**src/sv/ppr_pkg.sv**
```systemverilog
// Package for the pulse period ratio converter: register indexes, field widths
// and reset values shared by the interfaces and the core.
// No dependencies.
`timescale 1ns / 1ps

package ppr_pkg;

	localparam int CFG_IDX_W  = 2;
	localparam int CFG_DATA_W = 16;

	typedef enum logic [CFG_IDX_W-1:0] {
		CFG_BASE_RATIO   = 2'd0,
		CFG_OFFSET_TRIM  = 2'd1,
		CFG_STOP_TIMEOUT = 2'd2,
		CFG_INPUT_LIMIT  = 2'd3
	} cfg_idx_t;

	localparam int RATIO_W   = 10;
	localparam int TRIM_W    = 10;
	localparam int TIMEOUT_W = 16;
	localparam int CAPTURE_W = 15;
	localparam int COUNT_W   = 16;
	// base + trim spans -512..1534: 12 bits signed, 11 bits once clamped positive
	localparam int FACTOR_SW = 12;
	localparam int FACTOR_W  = 11;

	typedef logic [RATIO_W-1:0]   ratio_t;
	typedef logic [TRIM_W-1:0]    trim_t;
	typedef logic [TIMEOUT_W-1:0] timeout_t;
	typedef logic [CAPTURE_W-1:0] capture_t;
	typedef logic [COUNT_W-1:0]   count_t;

	localparam ratio_t   RST_BASE_RATIO   = 10'd601;
	localparam trim_t    RST_OFFSET_TRIM  = 10'd0;
	localparam timeout_t RST_STOP_TIMEOUT = 16'd32768;
	localparam capture_t RST_INPUT_LIMIT  = 15'd13952;

	localparam capture_t CAPTURE_MAX = {CAPTURE_W{1'b1}};
	localparam count_t   COUNT_MAX   = {COUNT_W{1'b1}};

endpackage

```
**src/sv/ppr_if.sv**
```systemverilog
// Valid/ready channels of the pulse period ratio converter: one tick in, one
// result out. Depends on ppr_pkg for the field widths.
`timescale 1ns / 1ps

interface ppr_in_if import ppr_pkg::*; ();
	logic valid;
	logic ready;
	logic sensor_level;

	modport source (output valid, output sensor_level, input ready);
	modport sink   (input valid, input sensor_level, output ready);
endinterface

interface ppr_out_if import ppr_pkg::*; ();
	logic     valid;
	logic     ready;
	logic     pulse_out;
	logic     running;
	capture_t measured_period;

	modport source (output valid, output pulse_out, output running,
		output measured_period, input ready);
	modport sink   (input valid, input pulse_out, input running,
		input measured_period, output ready);
endinterface

```
**src/sv/pulse_period_ratio_converter_core.sv**
```systemverilog
// Pulse period ratio converter: each input beat is one microsecond tick of the
// wheel sensor level; the block measures falling-edge periods and drives a
// scaled square wave. The core takes one tick per clock cycle: the period
// measurement, the single scaling multiply and the wave update all happen in
// the cycle a beat is accepted, and the result is captured in the output
// register at the end of that cycle. A new beat is taken every cycle unless
// the output register still holds a result not yet taken. Configuration
// writes are registered and should only be made while no tick is in flight.
// Depends on ppr_pkg and ppr_if.
`timescale 1ns / 1ps

module pulse_period_ratio_converter_core import ppr_pkg::*; #(
	parameter int RATIO_FRACTION_BITS = 8,
	parameter int PERIOD_WIDTH        = 16
) (
	input  logic                  clk,
	input  logic                  arst_n,
	ppr_in_if.sink                in_ch,
	ppr_out_if.source             out_ch,
	input  logic                  cfg_we,
	input  logic [CFG_IDX_W-1:0]  cfg_index,
	input  logic [CFG_DATA_W-1:0] cfg_data
);

	localparam int PROD_W = CAPTURE_W + FACTOR_W;

	typedef logic [PERIOD_WIDTH-1:0] period_t;

	localparam period_t RST_ACTIVE_PERIOD = period_t'(10);
	localparam period_t RST_ACTIVE_HIGH   = period_t'(5);

	// configuration
	ratio_t   base_ratio_q;
	trim_t    offset_trim_q;
	timeout_t stop_timeout_q;
	capture_t input_limit_q;

	// measurement and wave state
	count_t   period_count_q;
	capture_t captured_period_q;
	capture_t applied_capture_q;
	count_t   idle_ticks_q;
	logic     overlong_q;
	logic     prev_level_q;
	period_t  active_period_q;
	period_t  active_high_q;
	period_t  pending_period_q;
	period_t  pending_high_q;
	logic     pending_valid_q;
	period_t  wave_count_q;

	// output register
	logic     out_valid_q;
	logic     pulse_q;
	logic     running_q;
	capture_t measured_q;

	logic accept;
	assign in_ch.ready = !out_valid_q || out_ch.ready;
	assign accept      = in_ch.valid && in_ch.ready;

	// ---- measurement ----
	logic     fall;
	count_t   cnt;
	capture_t cap_next;
	count_t   count_next;
	count_t   idle_next;
	logic     overlong_next;
	logic     stopped;

	always_comb begin
		fall = prev_level_q && !in_ch.sensor_level;
		cnt  = (period_count_q == COUNT_MAX) ? COUNT_MAX : period_count_q + count_t'(1);
		cap_next      = captured_period_q;
		count_next    = cnt;
		idle_next     = idle_ticks_q;
		overlong_next = overlong_q;
		if (fall) begin
			cap_next      = (cnt > count_t'(CAPTURE_MAX)) ? CAPTURE_MAX : cnt[CAPTURE_W-1:0];
			count_next    = '0;
			idle_next     = '0;
			overlong_next = 1'b0;
		end else begin
			if (cnt > count_t'(CAPTURE_MAX)) begin
				overlong_next = 1'b1;
			end
			if (idle_ticks_q != COUNT_MAX) begin
				idle_next = idle_ticks_q + count_t'(1);
			end
		end
		stopped = (idle_next >= stop_timeout_q) || overlong_next ||
			(cap_next >= input_limit_q);
	end

	// ---- scaling ----
	logic signed [FACTOR_SW-1:0] factor_s;
	logic [FACTOR_W-1:0]         factor;
	logic [PROD_W-1:0]           product;
	logic [PROD_W-1:0]           shifted;
	period_t                     scaled;
	logic [PERIOD_WIDTH:0]       scaled_inc;

	always_comb begin
		factor_s = $signed({2'b00, base_ratio_q}) +
			$signed({{(FACTOR_SW-TRIM_W){offset_trim_q[TRIM_W-1]}}, offset_trim_q});
		factor   = (factor_s < $signed(FACTOR_SW'(1))) ? FACTOR_W'(1)
			: factor_s[FACTOR_W-1:0];
		product  = PROD_W'(cap_next) * PROD_W'(factor);
		shifted  = product >> RATIO_FRACTION_BITS;
		// clip at the widest period the wave counter can run
		scaled   = (|(shifted >> PERIOD_WIDTH)) ? {PERIOD_WIDTH{1'b1}}
			: shifted[PERIOD_WIDTH-1:0];
		scaled_inc = {1'b0, scaled} + (PERIOD_WIDTH+1)'(1);
	end

	// ---- wave ----
	logic    rescale;
	logic    pend_valid_n;
	period_t pend_period_n;
	period_t pend_high_n;
	logic    wrap;
	logic    pulse_n;

	always_comb begin
		rescale       = !stopped && (applied_capture_q != cap_next);
		pend_valid_n  = pending_valid_q;
		pend_period_n = pending_period_q;
		pend_high_n   = pending_high_q;
		// periods of 0 or 1 tick are dropped
		if (rescale && scaled > period_t'(1)) begin
			pend_valid_n  = 1'b1;
			pend_period_n = scaled;
			pend_high_n   = scaled_inc[PERIOD_WIDTH:1];
		end
		pulse_n = !stopped && (wave_count_q < active_high_q);
		wrap    = ({1'b0, wave_count_q} + (PERIOD_WIDTH+1)'(1)) >= {1'b0, active_period_q};
	end

	always_ff @(posedge clk or negedge arst_n) begin
		if (!arst_n) begin
			base_ratio_q   <= RST_BASE_RATIO;
			offset_trim_q  <= RST_OFFSET_TRIM;
			stop_timeout_q <= RST_STOP_TIMEOUT;
			input_limit_q  <= RST_INPUT_LIMIT;
		end else if (cfg_we) begin
			case (cfg_idx_t'(cfg_index))
				CFG_BASE_RATIO:   base_ratio_q   <= cfg_data[RATIO_W-1:0];
				CFG_OFFSET_TRIM:  offset_trim_q  <= cfg_data[TRIM_W-1:0];
				CFG_STOP_TIMEOUT: stop_timeout_q <= cfg_data[TIMEOUT_W-1:0];
				CFG_INPUT_LIMIT:  input_limit_q  <= cfg_data[CAPTURE_W-1:0];
				default: ;
			endcase
		end
	end

	always_ff @(posedge clk or negedge arst_n) begin
		if (!arst_n) begin
			period_count_q    <= '0;
			captured_period_q <= '0;
			applied_capture_q <= '0;
			idle_ticks_q      <= '0;
			overlong_q        <= 1'b0;
			prev_level_q      <= 1'b0;
			active_period_q   <= RST_ACTIVE_PERIOD;
			active_high_q     <= RST_ACTIVE_HIGH;
			pending_period_q  <= '0;
			pending_high_q    <= '0;
			pending_valid_q   <= 1'b0;
			wave_count_q      <= '0;
		end else if (accept) begin
			period_count_q    <= count_next;
			captured_period_q <= cap_next;
			idle_ticks_q      <= idle_next;
			overlong_q        <= overlong_next;
			prev_level_q      <= in_ch.sensor_level;
			if (stopped) begin
				// hold pending values, park the wave
				wave_count_q <= '0;
			end else begin
				applied_capture_q <= cap_next;
				if (wrap) begin
					wave_count_q <= '0;
					if (pend_valid_n) begin
						active_period_q <= pend_period_n;
						active_high_q   <= pend_high_n;
					end
					pending_valid_q <= 1'b0;
				end else begin
					wave_count_q    <= wave_count_q + period_t'(1);
					pending_valid_q <= pend_valid_n;
				end
				pending_period_q <= pend_period_n;
				pending_high_q   <= pend_high_n;
			end
		end
	end

	always_ff @(posedge clk or negedge arst_n) begin
		if (!arst_n) begin
			out_valid_q <= 1'b0;
			pulse_q     <= 1'b0;
			running_q   <= 1'b0;
			measured_q  <= '0;
		end else if (accept) begin
			out_valid_q <= 1'b1;
			pulse_q     <= pulse_n;
			running_q   <= !stopped;
			measured_q  <= cap_next;
		end else if (out_ch.ready) begin
			// drop the beat once taken
			out_valid_q <= 1'b0;
		end
	end

	assign out_ch.valid           = out_valid_q;
	assign out_ch.pulse_out       = pulse_q;
	assign out_ch.running         = running_q;
	assign out_ch.measured_period = measured_q;

	// ---- checks ----
	a_stall_blocks_input: assert property (@(posedge clk) disable iff (!arst_n)
		out_valid_q && !out_ch.ready |-> !in_ch.ready)
		else $error("input taken while result stalled");

	a_low_when_stopped: assert property (@(posedge clk) disable iff (!arst_n)
		out_valid_q && !running_q |-> !pulse_q)
		else $error("pulse high while stopped");

	a_wave_in_period: assert property (@(posedge clk) disable iff (!arst_n)
		wave_count_q < active_period_q)
		else $error("wave counter beyond active period");

	a_high_within_period: assert property (@(posedge clk) disable iff (!arst_n)
		active_period_q > period_t'(1) && active_high_q <= active_period_q)
		else $error("active high time exceeds period");

	a_pending_sane: assert property (@(posedge clk) disable iff (!arst_n)
		pending_valid_q |-> pending_period_q > period_t'(1))
		else $error("pending period too short");

endmodule
```
**src/flat_wrapper.sv**
```systemverilog
// flat-port wrapper written by rule: the top's interface ports become plain ports
module pulse_period_ratio_converter_core_flat import ppr_pkg::*;
#(
	parameter int RATIO_FRACTION_BITS = 8,
	parameter int PERIOD_WIDTH        = 16
)
  (clk, arst_n, cfg_we, cfg_index, cfg_data, in_ch_valid, in_ch_sensor_level, in_ch_ready, out_ch_valid, out_ch_pulse_out, out_ch_running, out_ch_measured_period, out_ch_ready);
  ppr_in_if in_ch_i ();
  ppr_out_if out_ch_i ();
  input  logic clk;
  input  logic arst_n;
  input  logic cfg_we;
  input  logic [CFG_IDX_W-1:0] cfg_index;
  input  logic [CFG_DATA_W-1:0] cfg_data;
  input wire logic [$bits(in_ch_i.valid)-1:0] in_ch_valid;
  input wire logic [$bits(in_ch_i.sensor_level)-1:0] in_ch_sensor_level;
  output wire logic [$bits(in_ch_i.ready)-1:0] in_ch_ready;
  output wire logic [$bits(out_ch_i.valid)-1:0] out_ch_valid;
  output wire logic [$bits(out_ch_i.pulse_out)-1:0] out_ch_pulse_out;
  output wire logic [$bits(out_ch_i.running)-1:0] out_ch_running;
  output wire logic [$bits(out_ch_i.measured_period)-1:0] out_ch_measured_period;
  input wire logic [$bits(out_ch_i.ready)-1:0] out_ch_ready;
  assign in_ch_i.valid = in_ch_valid;
  assign in_ch_i.sensor_level = in_ch_sensor_level;
  assign in_ch_ready = in_ch_i.ready;
  assign out_ch_valid = out_ch_i.valid;
  assign out_ch_pulse_out = out_ch_i.pulse_out;
  assign out_ch_running = out_ch_i.running;
  assign out_ch_measured_period = out_ch_i.measured_period;
  assign out_ch_i.ready = out_ch_ready;
  pulse_period_ratio_converter_core #(.RATIO_FRACTION_BITS(RATIO_FRACTION_BITS), .PERIOD_WIDTH(PERIOD_WIDTH)) u_core (.clk(clk), .arst_n(arst_n), .in_ch(in_ch_i), .out_ch(out_ch_i), .cfg_we(cfg_we), .cfg_index(cfg_index), .cfg_data(cfg_data));
endmodule
```
**config.mk**
```make
export PLATFORM = sky130hd
export DESIGN_NAME = pulse_period_ratio_converter_core_flat
export DESIGN_NICKNAME = d
export VERILOG_FILES = /design/src/sv/ppr_pkg.sv /design/src/sv/ppr_if.sv /design/src/sv/pulse_period_ratio_converter_core.sv /design/src/flat_wrapper.sv
export SDC_FILE = /design/constraint.sdc
export NUM_CORES = 1
export LEC_CHECK = 0
export BUFFER_PORTS_ARGS = -buffer_cell sky130_fd_sc_hd__buf_2
export CORE_AREA = 2 2 218 199
export DETAILED_ROUTE_END_ITERATION = 6
export DIE_AREA = 0 0 220 201
export GPL_TIMING_DRIVEN = 0
export SYNTH_ARGS = -nofsm -noshare
export SYNTH_HDL_FRONTEND = slang
export SYNTH_SLANG_ARGS = --single-unit
```
**constraint.sdc**
```tcl
create_clock -name clk -period 9.9 [get_ports clk]
set_clock_uncertainty 0.15 [all_clocks]
set_input_delay 1.98 -clock clk [delete_from_list [all_inputs] [get_ports clk]]
set_output_delay 1.98 -clock clk [all_outputs]
set_load 0.05 [all_outputs]
```
==> impl_results.md, run 1 <==
- RR Startpoint: u_core.base_ratio_q[6]$_DFFE_PN1P_
- Final hold violations: 0
- Die Y: 201 um
- CTS Sinks: slightly below 200
- CP Data Required Time: between 10 and 15 ns
- Max_cap viols: 0
- Critical Path AT: between 10 and 15 ns
- Fillers: about 4000
- H-tree depth: 4
- Critical path capture point type: flop
- Antenna Cells: 0
- RSZ-0062 raised after global routing: yes
- Multi-input gate area: 12500 um2
- Most frequent cells in the layout: 238 x nand2_1, 217 x inv_1, 183 x dfrtp_1, 134 x nor2_1, 133 x ha_1
- Setup ws final: -0.473 ns
- Failing checks: negative setup slack
- First-iteration detailed-routing DRC count: 1342
- Register area: approximately 5000 um2
- Hold Path Class: flop to flop
- Worst-case clock buffer depth: 2
- Number of clock buffers inserted by TritonCTS: 17
- Worst Setup EP: u_core.active_period_q[5]$_DFFE_PN0P_
- CP Depth: 34
- Status: finished with violations
- Synthesized instance count: 1997
- First-pass GRT wire length: 87000 um
- Hpwl dp: approximately 41000 um
- Crit path max-delay family: simple AND/OR/NAND/NOR gates
- Fin nets: between 2000 and 2500
- Die Wd: approximately 220 um
- Critical Path Source: in_ch_sensor_level
- Area growth, synth to finish: 20.2%
- Via count: 15395
- FMAX: slightly below 100 MHz
- Routed Antenna Nets: 0
- # IOs: between 40 and 50
- Skew-Pair Late Insertion Delay: about 0.48 ns
- CTS tree: done
- DRC: 0
- Slew margin rel.: about 16%
- WL per Instance: between 20 and 25 um
- Total congestion overflow: 0
- Startpoint Class: input pin
- Site Rows: 72
- Reg2reg path depth: 38
- Commonest non-fill, non-tap cell in the layout: nand2_1
- Final non-filler cell total: 2697
- Yosys reg bits: between 150 and 200
- Most used cell along the critical path: fa_1
- Syn avg cell area: between 8 and 9 um2
- Worst R2R Setup Slack: -0.46 ns
- Layout cell share with drive strength beyond 1: 22.5%
- Min Clock Period, post-route: around 10 ns
- Critical path buffers and inverters: 10
- CP max FO: 9
- Initial antenna violation count: 0
- Tcrit/Tclk final: 105%
- EDFF count, synth: 0
- RR Endpoint: u_core.active_period_q[5]$_DFFE_PN0P_
- Pin count of the biggest net entering global routing: between 100 and 150
- GRT Resource Usage Total: 25.4%
- Vias in the first global route: around 16000
- CTS Root Cell: clkbuf_16
- Post-synth net total: 2277
- Starting Density: between 40% and 50%
- Sequential area share after synthesis: 28.1%
- Pre-Repair DR Iteration Count: 5
- Core Region: 42200 um2
- Clock-pin slew on the worst setup and hold paths: 0.08 ns
- Die ar.: 44200 um2
- Buffers on Ports: 42
- Drt total wl: ~54000 um
- Post-synth cell types: between 80 and 90
- Final setup viols: 65
- Max-slew violations: 0
- CP peak stage delay: around 0.54 ns
- Worst-Margin Slew: 1.26 ns
- Post-synth ARST share: 100%
- Slowest CP cell: or4_4
- GPL Wtd Cong: 0.954
- Vias per cell: roughly 5.7
- DP Cell Count: 2595
- Post-Syn Area: between 15000 and 20000 um2
- CP Class: input pin to flop
- Syn. warnings: 0
- Top_reg_cell synth: dfrtp_1
==> worst min-delay path by stage <==
stage | start | end | slack (ns) | cells after the start
floorplan | u_core.pending_high_q[2]$_DFFE_PN0P_ | u_core.pending_high_q[2]$_DFFE_PN0P_ | 0.32 | 2
global placement | u_core.out_ch.running$_DFFE_PN0P_ | u_core.out_ch.running$_DFFE_PN0P_ | 0.31 | 1
detailed placement | u_core.pending_high_q[6]$_DFFE_PN0P_ | u_core.active_high_q[6]$_DFFE_PN0P_ | 0.34 | 1
CTS | u_core.pending_high_q[2]$_DFFE_PN0P_ | u_core.pending_high_q[2]$_DFFE_PN0P_ | 0.35 | 2
global route | u_core.input_limit_q[5]$_DFFE_PN0P_ | u_core.input_limit_q[5]$_DFFE_PN0P_ | 0.37 | 1
finish | u_core.pending_high_q[8]$_DFFE_PN0P_ | u_core.pending_high_q[8]$_DFFE_PN0P_ | 0.35 | 2
==> cells in the mapped netlist, types with 9 or more instances <==
library cell,n,area share [%]
nand3_1,60,1.7
nor2b_1,11,0.39
dfrtp_1,184,26
a221o_1,13,0.73
or4_1,9,0.38
o21a_1,14,0.59
fa_1,116,13
dfstp_2,15,2.2
xnor2_1,45,2.2
nor2_1,168,3.5
clkbuf_1,63,1.3
and4_1,9,0.44
nand4_1,32,1.1
and2_1,22,0.77
buf_2,12,0.34
inv_1,231,4.9
o21ai_0,71,2.0
a21oi_1,90,2.5
a211oi_1,16,0.67
xor2_1,33,1.6
or3_1,12,0.42
nand2b_1,26,0.91
a21o_1,32,1.3
ha_1,140,9.8
and3_1,28,0.98
mux2_2,73,4.6
nor4_1,10,0.35
nor3_1,31,0.87
nand2_1,250,5.3
==> sequential cells by signal, summed over array words and instances, names as in the netlist, 10 cells and up <==
register                       flops
u_core.period_count_q             16
u_core.base_ratio_q               10
u_core.stop_timeout_q             16
u_core.active_high_q              16
u_core.out_ch.measured_period     15
u_core.pending_period_q           16
u_core.idle_ticks_q               16
u_core.active_period_q            16
u_core.offset_trim_q              10
u_core.input_limit_q              15
u_core.applied_capture_q          15
u_core.wave_count_q               16
u_core.pending_high_q             16
==> through the flow <==
stage	setup slack, ns	hold slack (ns)	setup TNS [ns]	utilization [%]	area [um2]
6_report	-0.473	0.355	-24.87	50.7	21400
5_1_grt	-0.702	0.375	-39.89	50.7	21400
4_1_cts	-0.392	0.348	-18.13	49.7	20900
3_5_place_dp	-1.93	0.342	-114.70	45.4	19100
3_3_place_gp	-1.89	0.313	-112.38	45.3	19100
2_1_floorplan	-0.209	0.320	-5.28	-	18200
==> cell type report <==
type                            count  area share, %
Inverter                          235           4.30
Tap cell                          555           3.25
Buffer                             75           2.97
Clock buffer                       22           2.17
Sequential cell                   199           23.4
Timing Repair Buffer              125           4.88
Multi-Input combinational cell   1476           58.3
Clock inverter                     10          0.784
==> routing by layer <==
layer	wire, um	vias up	track usage [%]
met4	1180	0	7.02
li1	-	7113	-
met5	0	-	0
met1	25000	7717	36.6
met2	24000	498	38.9
met3	3900	67	4.76
==> worst register-to-register path: cells and delay by family (launching register included) <==
kind,cells,cell delay (ns)
fa+ha+maj,8,3.36
simple gates,10,2.79
flops,1,0.53
buf+inv,11,1.47
compound gates,9,1.96
==> logic make-up after synthesis <==
| logic type | after synthesis | share of synthesized area [%] |
|---|---|---|
| AOI/OAI and AO/OA | 363 | 14.3 |
| and+or+nand+nor | 694 | 18.3 |
| buffers and inverters | 323 | 7.18 |
| adders and majority gates | 256 | 22.9 |
| muxes | 84 | 5.39 |
| DFF | 199 | 28.1 |
| xor gates and xnor gates | 78 | 3.84 |
==> repair_timing <==
action | 4_1_cts | 5_1_grt
pin swaps | 44 | 42
resized for setup | 172 | 85
buffers inserted | 56 | 23
hold buffers | 0 | 0
endpoints found under the setup margin | 65 | 65
cloned | 5 | 0
Power of run 1 is not shown: default switching activity piles up to over one toggle a cycle in this logic, so the estimate is an artifact.
==> inputs of run 2 (changes only) <==
- MAX_ROUTING_LAYER: unset -> met4
==> run 2 against run 1 <==
  * The flow still finishes with violations (negative setup slack)
  * Core utilization is 0.25 points higher
  * Clock-buffer cell count is 3 lower
  * Flip-flop and latch count stayed put
  * First-iteration DRC count is 8.6% higher
  * Cell count is 0.85% higher
  * Non-clock buffer count is 22 higher
==> impl_results.md, run 2 (synthesized netlist as in run 1, its figures left out) <==
- Status: finished with violations (unchanged)
- Failing checks: negative setup slack (unchanged)
- DRC: 0 (unchanged)
- Critical Path Source: in_ch_sensor_level (unchanged)
- Slew margin rel.: 13.0% (was 15.5%)
- Tcrit/Tclk final: 105% (about the same)
- First-pass GRT wire length: 88300 um (was 87000 um)
- FMAX: 95.8 MHz (was 96.4 MHz)
- Worst-Margin Slew: 1.29 ns (was 1.26 ns)
- Buffers on Ports: 42 (unchanged)
- Skew-Pair Late Insertion Delay: 0.47 ns (was 0.48 ns)
- Fin nets: 2431 (was 2409)
- CP max FO: 8 (was 9)
- Pin count of the biggest net entering global routing: 113 (was 112)
- Core Region: 42200 um2 (unchanged)
- Area growth, synth to finish: 20.8% (was 20.2%)
- Worst-case clock buffer depth: 2 (unchanged)
- Max_cap viols: 0 (unchanged)
- Critical path capture point type: flop (unchanged)
- Setup ws final: -0.540 ns (was -0.473 ns)
- Number of clock buffers inserted by TritonCTS: 17 (unchanged)
- CP peak stage delay: 0.64 ns (was 0.54 ns)
- Max-slew violations: 0 (unchanged)
- First-iteration detailed-routing DRC count: 1458 (was 1342)
- CP Class: input pin to flop (unchanged)
- Final hold violations: 0 (unchanged)
- Site Rows: 72 (unchanged)
- WL per Instance: 20.2 um (was 20.1 um)
- CP Data Required Time: 10.10 ns (about the same)
- RSZ-0062 raised after global routing: yes (unchanged)
- CTS Sinks: 199 (unchanged)
- Starting Density: 42.2% (unchanged)
- Die Y: 201 um (unchanged)
- Drt total wl: 55000 um (was 54100 um)
- Vias in the first global route: 15640 (was 15539)
- Total congestion overflow: 0 (unchanged)
- Slowest CP cell: fa_1 (was or4_4)
- Min Clock Period, post-route: 10.44 ns (was 10.37 ns)
- RR Startpoint: u_core.base_ratio_q[3]$_DFFE_PN1P_ (was u_core.base_ratio_q[6]$_DFFE_PN1P_)
- Routed Antenna Nets: 0 (unchanged)
- Startpoint Class: input pin (unchanged)
- GRT Resource Usage Total: 26.5% (was 25.4%)
- Post-DP Area: 19100 um2 (unchanged)
- Final Cell Area: 21500 um2 (was 21400 um2)
- Worst hold start: u_core.pending_high_q[8]$_DFFE_PN0P_ (unchanged)
- Via count: 15609 (was 15395)
- Clock-pin slew on the worst setup and hold paths: 0.08 ns (about the same)
- Final setup viols: 65 (unchanged)
- Layout cell share with drive strength beyond 1: 22.8% (was 22.5%)
- Hpwl dp: 40900 um (was 40800 um)
- Critical Path AT: 10.64 ns (was 10.57 ns)
- Most frequent cells in the layout: 237 x nand2_1, 215 x inv_1, 183 x dfrtp_1, 140 x nor2_1, 133 x ha_1 (was 238 x nand2_1, 217 x inv_1, 183 x dfrtp_1, 134 x nor2_1, 133 x ha_1)
- CTS tree: done (unchanged)
- Fillers: 3856 (was 3929)
- H-tree depth: 4 (unchanged)
- Most used cell along the critical path: fa_1 (unchanged)
- Hold Path Class: flop to flop (unchanged)
- Critical path buffers and inverters: 9 (was 10)
- Initial antenna violation count: 0 (unchanged)
- Commonest non-fill, non-tap cell in the layout: nand2_1 (unchanged)
- # IOs: 43 (unchanged)
- Crit path max-delay family: adder cells (was simple AND/OR/NAND/NOR gates)
- GPL Wtd Cong: 0.963 (was 0.954)
- Die Wd: 220 um (unchanged)
- Vias per cell: 5.74 (was 5.71)
- Pre-Repair DR Iteration Count: 7 (was 5)
- CTS Root Cell: clkbuf_16 (unchanged)
- Die ar.: 44200 um2 (unchanged)
## run 2: changes by cell type in the layout (fill, tap and decap cells not counted), moves of 4 or more
cell / delta
nor2_2: -5
buf_6: -9
nand3_1: +4
nor2_1: +6
clkinvlp_4: +4
buf_4: +23
## run 2: area by class of cell
type / instances / area, um2 / area share (%)
Multi-Input combinational cell: 1476 / 12400 / 57.7
Sequential cell: 199 / 5000 / 23.3
Timing Repair Buffer: 145 / 1250 / 5.80
Inverter: 235 / 933 / 4.34
Tap cell: 555 / 694 / 3.23
Buffer: 77 / 639 / 2.97
Clock buffer: 19 / 433 / 2.01
Clock inverter: 13 / 145 / 0.675
Antenna cell: 1 / 2.50 / 0.0116
## run 2: what timing repair did
item,in CTS,in global routing
hold buffers,0,0
cloned,7,1
buffers inserted,74,20
gates resized for setup,187,52
pin swaps,40,40
endpoints found under the setup margin,65,65
## run 2: worst reg2reg max path, delay by kind of cell (launching register included)
| family | cells | cell delay, ns |
|---|---|---|
| AOI/OAI and AO/OA | 9 | 2.18 |
| and+or+nand+nor | 10 | 2.96 |
| buffers and inverters | 8 | 0.89 |
| DFF | 1 | 0.54 |
| adders and majority gates | 8 | 3.44 |
## run 2: path summary, 6_finish.rpt
check	slack (ns)	depth (start not counted)	end
max	-0.54	33	u_core.active_period_q[12]$_DFFE_PN0P_
min	0.34	2	u_core.pending_high_q[8]$_DFFE_PN0P_
max reg2reg	-0.40	35	u_core.active_period_q[12]$_DFFE_PN0P_
min in group asynchronous	1.36	1	u_core.offset_trim_q[2]$_DFFE_PN0P_
min reg2reg	0.34	2	u_core.pending_high_q[8]$_DFFE_PN0P_
max in group asynchronous	7.19	2	u_core.pending_period_q[11]$_DFFE_PN0P_
## run 2: metal layers
metal	vias to the layer above	track usage, %	routed length [um]	share of wire [%]
met5	-	-	0	0
met3	86	4.64	4090	7.4
met1	7808	37.4	25300	46
li1	7171	-	-	-
met4	0	6.47	1040	1.9
met2	544	39.4	24600	45
## run 2: stage by stage
stage / TNS, ns / hold WS (ns) / util [%] / std cells / worst slack, ns
after floorplan: -5.28 / 0.320 / - / 1997 / -0.209
after global placement: -112.43 / 0.311 / 45.3 / 2594 / -1.89
after detailed placement: -117.13 / 0.329 / 45.4 / 2596 / -1.96
after CTS: -15.45 / 0.343 / 50.1 / 2700 / -0.301
after global routing: -43.62 / 0.359 / 51.0 / 2719 / -0.746
final: -30.61 / 0.345 / 51.0 / 2720 / -0.540
Power of run 2 is left out for the same reason.
